--- src/rtl/gog_pkg.sv ---
package gog_pkg;

	typedef logic [7:0] pix_t;

	// tile modes as sampled at a tile's first pixel; the unused code behaves as copy
	typedef enum logic [1:0] {
		MODE_COPY    = 2'd0,
		MODE_CLEAR   = 2'd1,
		MODE_OUTLINE = 2'd2
	} mode_t;

	// configuration register indexes
	typedef enum logic [1:0] {
		REG_FORE   = 2'd0,
		REG_STROKE = 2'd1,
		REG_CLEAR  = 2'd2,
		REG_WHITE  = 2'd3
	} reg_idx_t;

	localparam pix_t FORE_RST   = 8'd15;
	localparam pix_t STROKE_RST = 8'd16;
	localparam pix_t CLEAR_RST  = 8'd0;
	localparam pix_t WHITE_RST  = 8'd15;

	typedef struct packed {
		pix_t fore;
		pix_t stroke;
		pix_t clear;
		pix_t white;
	} colors_t;

	// centre and six 3x3 neighbours of one pixel (no up-left or down-right) with in-tile flags for the four sides
	typedef struct packed {
		pix_t centre;
		pix_t left;
		pix_t right;
		pix_t up;
		pix_t up_right;
		pix_t down;
		pix_t down_left;
		logic has_left;
		logic has_right;
		logic has_up;
		logic has_down;
	} window_t;

endpackage

--- src/rtl/gog_pix_if.sv ---
interface gog_pix_if;
	import gog_pkg::*;

	logic       valid;
	logic       ready;
	logic [1:0] mode;
	pix_t       shape_color;
	pix_t       pixel;

	modport source (output valid, output mode, output shape_color, output pixel, input ready);
	modport sink   (input valid, input mode, input shape_color, input pixel, output ready);

endinterface

--- src/rtl/gog_res_if.sv ---
interface gog_res_if;
	import gog_pkg::*;

	logic valid;
	logic ready;
	pix_t out_pixel;
	logic tile_last;

	modport source (output valid, output out_pixel, output tile_last, input ready);
	modport sink   (input valid, input out_pixel, input tile_last, output ready);

endinterface

--- src/rtl/gog_cfg_if.sv ---
interface gog_cfg_if;
	import gog_pkg::*;

	logic       valid;
	logic       ready;
	logic [1:0] index;
	pix_t       data;

	modport source (output valid, output index, output data, input ready);
	modport sink   (input valid, input index, input data, output ready);

endinterface

--- src/rtl/glyph_outline_generator.sv ---
// a pixel of row r (r > 0) in the input stage yields the registered pixel above it
// throughput: one pixel per cycle unless res_out.ready holds the result stage;
// after a tile's last pixel the final row is drained, during which pix_in.ready is low
// reset: clears the tile position, tile mode and shape colour, valid flags and the
// colour registers to their defaults; the row shift line holds no reset
module glyph_outline_generator #(
	parameter int GLYPH_SIDE = 8
) (
	input  logic    clk,
	input  logic    arst_n,
	gog_pix_if.sink pix_in,
	gog_res_if.source res_out,
	gog_cfg_if.sink cfg
);
	import gog_pkg::*;

	localparam int CW    = (GLYPH_SIDE > 1) ? $clog2(GLYPH_SIDE) : 1;
	localparam int RW    = $clog2(GLYPH_SIDE + 1);
	localparam int DEPTH = 2 * GLYPH_SIDE;

	localparam logic [CW-1:0] COL_LAST  = CW'(GLYPH_SIDE - 1);
	localparam logic [RW-1:0] ROW_FLUSH = RW'(GLYPH_SIDE);
	localparam logic [RW-1:0] ROW_TWO   = RW'(2);

	colors_t colors;

	// tile position of the next word, row GLYPH_SIDE being the drain of the final row
	logic [CW-1:0] col_q;
	logic [RW-1:0] row_q;
	logic [1:0]    tile_mode_q;
	pix_t          tile_shape_q;

	// input stage
	logic          valid_s1;
	pix_t          pixel_s1;
	logic [CW-1:0] col_s1;
	logic [RW-1:0] row_s1;

	// result stage
	logic valid_s2;
	pix_t out_pixel_s2;
	logic tile_last_s2;

	// raster shift line over the last two rows, entry 0 the most recent pixel
	pix_t sh_q [DEPTH];

	logic    flushing;
	logic    s2_free;
	logic    s1_go;
	logic    s1_load;
	logic    take;
	logic    advance;
	logic    s1_nores;
	logic    tile_start;
	window_t win;
	pix_t    shaded;

	gog_cfg_regs u_cfg (
		.clk    (clk),
		.arst_n (arst_n),
		.cfg    (cfg),
		.colors (colors)
	);

	// handshake and stage flow
	assign flushing   = (row_q == ROW_FLUSH);
	assign s2_free    = !valid_s2 || res_out.ready;
	assign s1_nores   = (row_s1 == '0);
	assign s1_go      = valid_s1 && (s1_nores || s2_free);
	assign s1_load    = !valid_s1 || s1_go;
	assign pix_in.ready = s1_load && !flushing;
	assign take       = pix_in.valid && pix_in.ready;
	assign advance    = take || (s1_load && flushing);
	assign tile_start = (row_q == '0) && (col_q == '0);

	// tile position counter and tile attributes
	always_ff @(posedge clk or negedge arst_n) begin
		if (!arst_n) begin
			col_q        <= '0;
			row_q        <= '0;
			tile_mode_q  <= MODE_COPY;
			tile_shape_q <= '0;
		end else begin
			if (advance) begin
				if (col_q == COL_LAST) begin
					col_q <= '0;
					row_q <= flushing ? '0 : row_q + RW'(1);
				end else begin
					col_q <= col_q + CW'(1);
				end
			end
			if (take && tile_start) begin
				tile_mode_q  <= pix_in.mode;
				tile_shape_q <= pix_in.shape_color;
			end
		end
	end

	// input stage register; drain slots carry no pixel
	always_ff @(posedge clk or negedge arst_n) begin
		if (!arst_n) begin
			valid_s1 <= 1'b0;
			row_s1   <= '0;
			col_s1   <= '0;
		end else if (s1_load) begin
			valid_s1 <= advance;
			if (advance) begin
				row_s1 <= row_q;
				col_s1 <= col_q;
			end
		end
	end

	always_ff @(posedge clk) begin
		if (take)
			pixel_s1 <= pix_in.pixel;
	end

	// shift line moves on as each word leaves the input stage
	always_ff @(posedge clk) begin
		if (s1_go) begin
			sh_q[0] <= pixel_s1;
			for (int i = 1; i < DEPTH; i++)
				sh_q[i] <= sh_q[i-1];
		end
	end

	// neighbourhood of the pixel one row above the word in the input stage
	always_comb begin
		win.centre    = sh_q[GLYPH_SIDE-1];
		win.left      = sh_q[GLYPH_SIDE];
		win.right     = sh_q[GLYPH_SIDE-2];
		win.up        = sh_q[DEPTH-1];
		win.up_right  = sh_q[DEPTH-2];
		win.down      = pixel_s1;
		win.down_left = sh_q[0];
		win.has_left  = (col_s1 != '0);
		win.has_right = (col_s1 != COL_LAST);
		win.has_up    = (row_s1 >= ROW_TWO);
		win.has_down  = (row_s1 != ROW_FLUSH);
	end

	gog_shade u_shade (
		.win         (win),
		.tile_mode   (tile_mode_q),
		.shape_color (tile_shape_q),
		.colors      (colors),
		.result      (shaded)
	);

	// result stage
	always_ff @(posedge clk or negedge arst_n) begin
		if (!arst_n) begin
			valid_s2 <= 1'b0;
		end else if (s1_go && !s1_nores) begin
			valid_s2 <= 1'b1;
		end else if (res_out.ready) begin
			valid_s2 <= 1'b0;
		end
	end

	always_ff @(posedge clk) begin
		if (s1_go && !s1_nores) begin
			out_pixel_s2 <= shaded;
			tile_last_s2 <= (row_s1 == ROW_FLUSH) && (col_s1 == COL_LAST);
		end
	end

	assign res_out.valid     = valid_s2;
	assign res_out.out_pixel = out_pixel_s2;
	assign res_out.tile_last = tile_last_s2;

	// no new word is taken while the final row drains
	a_no_take_in_drain: assert property (@(posedge clk) disable iff (!arst_n)
		flushing |-> !pix_in.ready)
		else $error("pixel taken while draining the final row");

	// tile attributes change only when a tile's first pixel is taken
	a_mode_at_start: assert property (@(posedge clk) disable iff (!arst_n)
		(tile_mode_q != $past(tile_mode_q) || tile_shape_q != $past(tile_shape_q))
		|-> $past(take && tile_start))
		else $error("tile attributes changed inside a tile");

	// the last drain slot leaving the input stage becomes a tile_last result
	a_last_marks: assert property (@(posedge clk) disable iff (!arst_n)
		s1_go && row_s1 == ROW_FLUSH && col_s1 == COL_LAST |=> valid_s2 && tile_last_s2)
		else $error("tile_last missing on final pixel");

	// column and row counters stay inside the tile and its drain row
	a_col_range: assert property (@(posedge clk) disable iff (!arst_n)
		col_q <= COL_LAST && row_q <= ROW_FLUSH)
		else $error("tile position out of range");

endmodule

--- src/rtl/gog_cfg_regs.sv ---
module gog_cfg_regs (
	input  logic             clk,
	input  logic             arst_n,
	gog_cfg_if.sink          cfg,
	output gog_pkg::colors_t colors
);
	import gog_pkg::*;

	colors_t colors_q;

	// writes are always taken
	assign cfg.ready = 1'b1;

	// colour register file
	always_ff @(posedge clk or negedge arst_n) begin
		if (!arst_n) begin
			colors_q.fore   <= FORE_RST;
			colors_q.stroke <= STROKE_RST;
			colors_q.clear  <= CLEAR_RST;
			colors_q.white  <= WHITE_RST;
		end else if (cfg.valid) begin
			case (reg_idx_t'(cfg.index))
				REG_FORE:   colors_q.fore   <= cfg.data;
				REG_STROKE: colors_q.stroke <= cfg.data;
				REG_CLEAR:  colors_q.clear  <= cfg.data;
				REG_WHITE:  colors_q.white  <= cfg.data;
				default:    colors_q        <= colors_q;
			endcase
		end
	end

	assign colors = colors_q;

endmodule

--- src/rtl/gog_shade.sv ---
module gog_shade (
	input  gog_pkg::window_t win,
	input  logic [1:0]       tile_mode,
	input  gog_pkg::pix_t    shape_color,
	input  gog_pkg::colors_t colors,
	output gog_pkg::pix_t    result
);
	import gog_pkg::*;

	logic hit;

	// outline test: up-left and down-right are deliberately not looked at
	always_comb begin
		hit = (win.has_left && win.left == shape_color)
			|| (win.has_right && win.right == shape_color)
			|| (win.has_up && win.up == shape_color)
			|| (win.has_up && win.has_right && win.up_right == shape_color)
			|| (win.has_down && win.down == shape_color)
			|| (win.has_down && win.has_left && win.down_left == shape_color);
	end

	// colour selection per mode
	always_comb begin
		case (tile_mode)
			MODE_CLEAR:
				result = (win.centre == colors.white) ? colors.clear : win.centre;
			MODE_OUTLINE: begin
				if (win.centre == shape_color)
					result = colors.fore;
				else if (hit)
					result = colors.stroke;
				else
					result = colors.clear;
			end
			default:
				result = win.centre;
		endcase
	end

endmodule
--- src/flat_wrapper.sv ---
// flat-port wrapper written by rule: the top's interface ports become plain ports
module glyph_outline_generator_flat import gog_pkg::*;
#(
	parameter int GLYPH_SIDE = 8
)
  (clk, arst_n, pix_in_valid, pix_in_mode, pix_in_shape_color, pix_in_pixel, pix_in_ready, res_out_valid, res_out_out_pixel, res_out_tile_last, res_out_ready, cfg_valid, cfg_index, cfg_data, cfg_ready);
  gog_pix_if pix_in_i ();
  gog_res_if res_out_i ();
  gog_cfg_if cfg_i ();
  input  logic clk;
  input  logic arst_n;
  input wire logic [$bits(pix_in_i.valid)-1:0] pix_in_valid;
  input wire logic [$bits(pix_in_i.mode)-1:0] pix_in_mode;
  input wire logic [$bits(pix_in_i.shape_color)-1:0] pix_in_shape_color;
  input wire logic [$bits(pix_in_i.pixel)-1:0] pix_in_pixel;
  output wire logic [$bits(pix_in_i.ready)-1:0] pix_in_ready;
  output wire logic [$bits(res_out_i.valid)-1:0] res_out_valid;
  output wire logic [$bits(res_out_i.out_pixel)-1:0] res_out_out_pixel;
  output wire logic [$bits(res_out_i.tile_last)-1:0] res_out_tile_last;
  input wire logic [$bits(res_out_i.ready)-1:0] res_out_ready;
  input wire logic [$bits(cfg_i.valid)-1:0] cfg_valid;
  input wire logic [$bits(cfg_i.index)-1:0] cfg_index;
  input wire logic [$bits(cfg_i.data)-1:0] cfg_data;
  output wire logic [$bits(cfg_i.ready)-1:0] cfg_ready;
  assign pix_in_i.valid = pix_in_valid;
  assign pix_in_i.mode = pix_in_mode;
  assign pix_in_i.shape_color = pix_in_shape_color;
  assign pix_in_i.pixel = pix_in_pixel;
  assign pix_in_ready = pix_in_i.ready;
  assign res_out_valid = res_out_i.valid;
  assign res_out_out_pixel = res_out_i.out_pixel;
  assign res_out_tile_last = res_out_i.tile_last;
  assign res_out_i.ready = res_out_ready;
  assign cfg_i.valid = cfg_valid;
  assign cfg_i.index = cfg_index;
  assign cfg_i.data = cfg_data;
  assign cfg_ready = cfg_i.ready;
  glyph_outline_generator #(.GLYPH_SIDE(GLYPH_SIDE)) u_core (.clk(clk), .arst_n(arst_n), .pix_in(pix_in_i), .res_out(res_out_i), .cfg(cfg_i));
endmodule
--- config.mk ---
export PLATFORM = sky130hd
export DESIGN_NAME = glyph_outline_generator_flat
export DESIGN_NICKNAME = d
export VERILOG_FILES = /design/src/rtl/gog_pkg.sv /design/src/rtl/gog_pix_if.sv /design/src/rtl/gog_res_if.sv /design/src/rtl/gog_cfg_if.sv /design/src/rtl/glyph_outline_generator.sv /design/src/rtl/gog_cfg_regs.sv /design/src/rtl/gog_shade.sv /design/src/flat_wrapper.sv
export SDC_FILE = /design/constraint.sdc
export NUM_CORES = 1
export LEC_CHECK = 0
export BUFFER_PORTS_ARGS = -buffer_cell sky130_fd_sc_hd__buf_2
export CORE_UTILIZATION = 35
export DETAILED_ROUTE_END_ITERATION = 10
export PLACE_DENSITY = 0.47
export SLEW_MARGIN = 10
export SYNTH_ARGS = -nofsm -noshare
export SYNTH_HDL_FRONTEND = slang
export SYNTH_HIERARCHICAL = 1
export SYNTH_SLANG_ARGS = --single-unit
--- constraint.sdc ---
create_clock -name clk -period 5.2 [get_ports clk]
set_input_delay 0.26 -clock clk [delete_from_list [all_inputs] [get_ports clk]]
set_output_delay 0.26 -clock clk [all_outputs]
set_load 0.03 [all_outputs]
Word-level counts from Yosys, hierarchy flattened
Memory sizes are Yosys's and may differ from the RTL's.
Index checks and enable logic that the tools add are counted.
{ "op_classes": {"magnitude_cmp": 1, "addsub": 2, "reduce_logical": 41, "n_mux": 10, "eq_ne": 19} }
{ "op_table": {"columns": ["op", "n"], "rows": [
  ["equality test 8 bit", 8],
  ["two-way mux 8 bit", 3],
  ["logical AND 1 bit", 16],
  ["one-hot mux 8 bit (2 select lines)", 1],
  ["AND reduction 2 bit", 6],
  ["logical OR 1 bit", 9],
  ["equality test 4 bit (second input constant)", 2],
  ["logical NOT 4 bit", 2],
  ["equality test 2 bit (second input constant)", 3],
  ["equality test 3 bit (second input constant)", 2],
  ["adder 4 x 1 -> 4 bit (second input constant)", 1],
  ["equality test 2 x 1 -> 1 bit (second input constant)", 2],
  [">= comparator 4 x 2 -> 1 bit (second input constant)", 1],
  ["logical NOT 1 bit", 4],
  ["two-way mux 1 bit", 4],
  ["two-way mux 4 bit", 1],
  ["!= test 4 bit (second input constant)", 1],
  ["adder 3 x 1 -> 3 bit (second input constant)", 1],
  ["logical NOT 3 bit", 1],
  ["two-way mux 3 bit", 1],
  ["!= test 3 bit (second input constant)", 1],
  ["nonzero test 3 bit", 1],
  ["logical NOT 2 bit", 1],
  ["nonzero test 2 bit", 1]
]} }
{ "word_totals": {"out_inout_bits": 12, "inputBits": 33, "ram_bits": 128, "memories": 1, "reg_bits": 75, "word_cells": 89} }
{ "memory_table": {"columns": ["name", "words", "word_bits", "read_ports", "rd_ports_with_merged_regs", "write_ports", "line", "rtl"], "rows": [
  ["u_core.sh_q", 16, 8, 16, 0, 16, "glyph_outline_generator.sv:45", "pix_t sh_q [DEPTH];"]
]} }

Depth between registers and ports, before layout
An unclocked memory read counts as a cell.
{ "logic_depth": {"depth_word": 11, "ltp_mapped": 8, "mapped_depth_nobuf": 6} }

Cells and area by module
The synthesis kept the hierarchy.
{ "by_module_without_submodules": {"columns": ["module", "area_per_inst_um2", "n_inst", "cells_per_inst", "seq_area_each_um2"], "rows": [
  ["glyph_outline_generator", 5570.3, 1, 245, 5004.8],
  ["gog_shade", 1457.6, 1, 169, 0.0],
  ["gog_cfg_regs", 1234.9, 1, 70, 812.0]
]} }

Worst setup path after synthesis
No wires, ideal clock.
{ "synth_path": {"kind": "reg2reg", "start": "reg u_core.row_s1[2]", "end": "mem u_core/sh_q[0][0] (netlist bit), enable pin", "path_slack_ns": 1.085, "period_less_slack_ns": 4.115, "path_stages_with_launch": 3, "n_path_buf": 0, "setup_time_ns": 0.498, "t_required_ns": 4.702, "arrival_time_ns": 3.617, "path_cell_list": "dfrtp_1 nor4_1 o21a_1"} }
{ "synth_lines": {"columns": ["item", "line", "rtl"], "rows": [
  ["start, declared", "glyph_outline_generator.sv:37", "logic [RW-1:0] row_s1;"],
  ["start signal, assigned", "glyph_outline_generator.sv:108", "row_s1 <= row_q;"],
  ["end, declared", "glyph_outline_generator.sv:45", null]
]} }

==> impl_metrics.py <==
metrics = {
    "route": {
        "drt-met1-wl_um": 7680,
        "wl_per_cell_um": 18.5,
        "via_count": 4172,
        "first_pass_iters": 4,
        "wl_met2_um": 7800,
        "drtAntennaViolNets": 0,
        "wl_met3_um": 486,
        "routed_wirelength_um": 16300,
        "drc": 0,
        "highest_layer": "met4",
        "drtIter0Drc": 248,
        "via_per_inst": 4.72,
    },
    "finish": {
        "final_common_cell": "edfxtp_1",
        "layout_common_cells": "edfxtp_1, dfrtp_1, mux2_2, buf_2, xnor2_1",
        "fin_nets": 596,
        "layout-drive-gt1-share": 0.285,
        "finalNonFillerCells": 884,
        "diodes": 0,
        "synthToLayoutAreaGrowth_pct": 17.0,
    },
    "critical_path": {
        "criticalPathCategory": "flop to flop",
        "cp.arrival_ps": 2600,
        "cp-end-kind": "flop",
        "crit_fanout": 62,
        "worstPathRequired_ps": 5350,
        "startpoint_type": "flop",
    },
    "die": {
        "coreArea_sq_mm": 0.0229,
        "die_h_um": 156,
        "die-area_sq_mm": 0.0242,
        "core.rowCount": 55,
        "start_util": 0.361,
        "fp.dieW_um": 156,
        "io_pins": 45,
    },
    "power": {
        "p_leak_nw": 3.54,
        "p_per_area_mw_per_mm2": 619,
        "worst_ir_drop_vdd_mv": 0.351,
        "p_total_mw": 5.98,
    },
    "sta": {
        "fin_crit_ps": 2450,
        "setup_violations": 0,
        "finalSetupTns_ps": 0,
        "hold_viol": 0,
        "rsz0062_at_grt": "no",
        "finalClockSkew_ps": 10.2,
        "worst_pin_slew_ps": 850,
        "fmaxAchievable_ghz": 0.409,
        "maxSlewViolCount": 0,
        "fin_crit_sh": 0.470,
        "relSlewSlack": 0.433,
    },
    "placement": {
        "dp_cells": 828,
        "port_buffers": 43,
        "routabilityCongestion": 0.763,
        "dpl.hpwl_um": 10900,
    },
    "logic_synthesis": {
        "ys_ff_latch": 203,
        "synth-seq-area-share": 0.704,
        "ys_types": 56,
        "netlist_area_sq_mm": 0.00826,
        "synth_nets": 524,
        "synth_edf_count": 145,
        "synthFlopType": "edfxtp_1",
        "synthCells": 484,
        "yosys.area_share.simple": 0.0592,
        "synth_top_family_by_area": "XOR/XNOR gates",
        "synth_area_per_cell_sq_um": 17.1,
        "synth_xor_area_frac": 0.0760,
        "synth_compound_area_frac": 0.0584,
        "yosysWarnings": 6,
        "asyncSetResetFlopFracSynth": 0.286,
        "synth-adder-area-share": 0.0106,
        "yosys-mux-area-fraction": 0.0751,
    },
    "status": {
        "status": "finished, final reports clean",
    },
    "grt": {
        "grtUsageTotal": 0.140,
        "grt_pass1_vias": 4388,
        "antenna_found_initial": 0,
        "grt_max_degree": 63,
        "grt-ovfl-total": 0,
        "grt_pass1_wl_um": 25700,
    },
    "clock_network": {
        "cts_tree": "yes",
        "clock_latency_ps": 510,
        "cts_buffers": 23,
        "cts_resized": 0,
        "clkSinkCount": 203,
        "cts_htree_levels": 1,
        "root_buffer": "clkbuf_16",
        "path_clk_slew_ps": 60,
        "clock_path_buffers": 3,
    },
    "job": {
        "drv_cap": 0,
    },
    "hold_path": {
        "hold_path.class": "input port to flop",
    },
}
## where the power goes
group,leakage (nW),switching [mW],internal (mW),total [mW]
combinational,1.11,0.797,0.623,1.42
sequential,2.08,0.486,2.55,3.04
clock,0.347,0.605,0.920,1.52
total,3.54,1.89,4.10,5.98
## critical path, cell delays in order, from the launching register on
cell and delay [ps]:
dfrtp_1 440, nor4_1 360, o21a_4 730, buf_4 530
## cell type report
type	instances	area [sq um]
Fill cell	2088	13300
Sequential cell	203	5820
Multi-Input combinational cell	259	2320
Clock buffer	34	658
Timing Repair Buffer	62	398
Tap cell	313	392
Clock inverter	6	55.1
Inverter	7	26.3
## synth_stat cells, drive strengths merged (3+ instances only)
cell,number,area [sq um]
xor2,22,200
edfxtp,145,4350
nand2,22,82.6
dfrtp,49,1230
a22o,8,70.1
nor4,5,52.6
ha,7,87.6
xnor2,42,428
nand3,5,30.0
nor3,8,45.0
a211o,9,78.8
o21ai,19,106
or3,3,20.0
mux2i,8,80.1
a311oi,8,70.1
nand4,8,95.1
mux2,48,541
a21oi,8,40.0
dfstp,9,236
inv,7,26.3
nor2,6,38.8
clkbuf,3,11.3
buf,12,96.3
## sequential cells by signal, summed over array words and instances, names as in the netlist, 2 cells and up
name	flops
u_core/col_q	3
u_core/col_s1	3
u_core/pixel_s1	8
u_core/res_out.out_pixel	8
u_core/row_q	4
u_core/row_s1	4
u_core/sh_q	128
u_core/tile_mode_q	2
u_core/tile_shape_q	8
u_core/u_cfg/colors	32
## worst paths after layout
path / from / to / slack, ps / depth (start not counted)
worst max-delay path: u_core/row_s1[2] / u_core/sh_q[0][28] / 2750 / 3
worst min-delay path: pix_in_mode[1] / u_core/tile_mode_q[1] / 20 / 2
worst max register to register: u_core/row_s1[2] / u_core/sh_q[0][28] / 2750 / 3
worst min register to register: u_core/sh_q[0][30] / u_core/sh_q[1][6] / 420 / 0
max in group asynchronous: arst_n / u_core/u_cfg/colors[4] / 4230 / 3
min in group asynchronous: arst_n / u_core/col_q[0] / 450 / 3
## kinds of logic after synthesis
family,after synthesis
xor+xnor,64
fa+ha+maj,7
buf+inv,22
simple gates,70
flops,203
compound gates,61
mux,56
other cells,1
## stage by stage
stage	setup slack, ps	util	area (sq um)	hold WS [ps]
finish	2750	0.422	9670	16.7
global route	2550	0.422	9670	14.2
global placement	2770	0.384	8790	401
floorplan	1080	-	8260	-35.6
CTS	2680	0.422	9670	2.01
detailed placement	2700	0.384	8790	405
## repair_timing
item / CTS / global route
hold endpoints to repair: 64 / 0
hold buffers: 16 / 0
buffers inserted: 0 / 0
## per-layer routing
metal / global-route usage / vias to the layer above
met3: 0.0231 / 27
met5: 0 / -
met1: 0.192 / 2103
met4: 0.0420 / 0
met2: 0.229 / 72
li1: - / 1970
No activity file was read; power rests on OpenSTA's default activity.
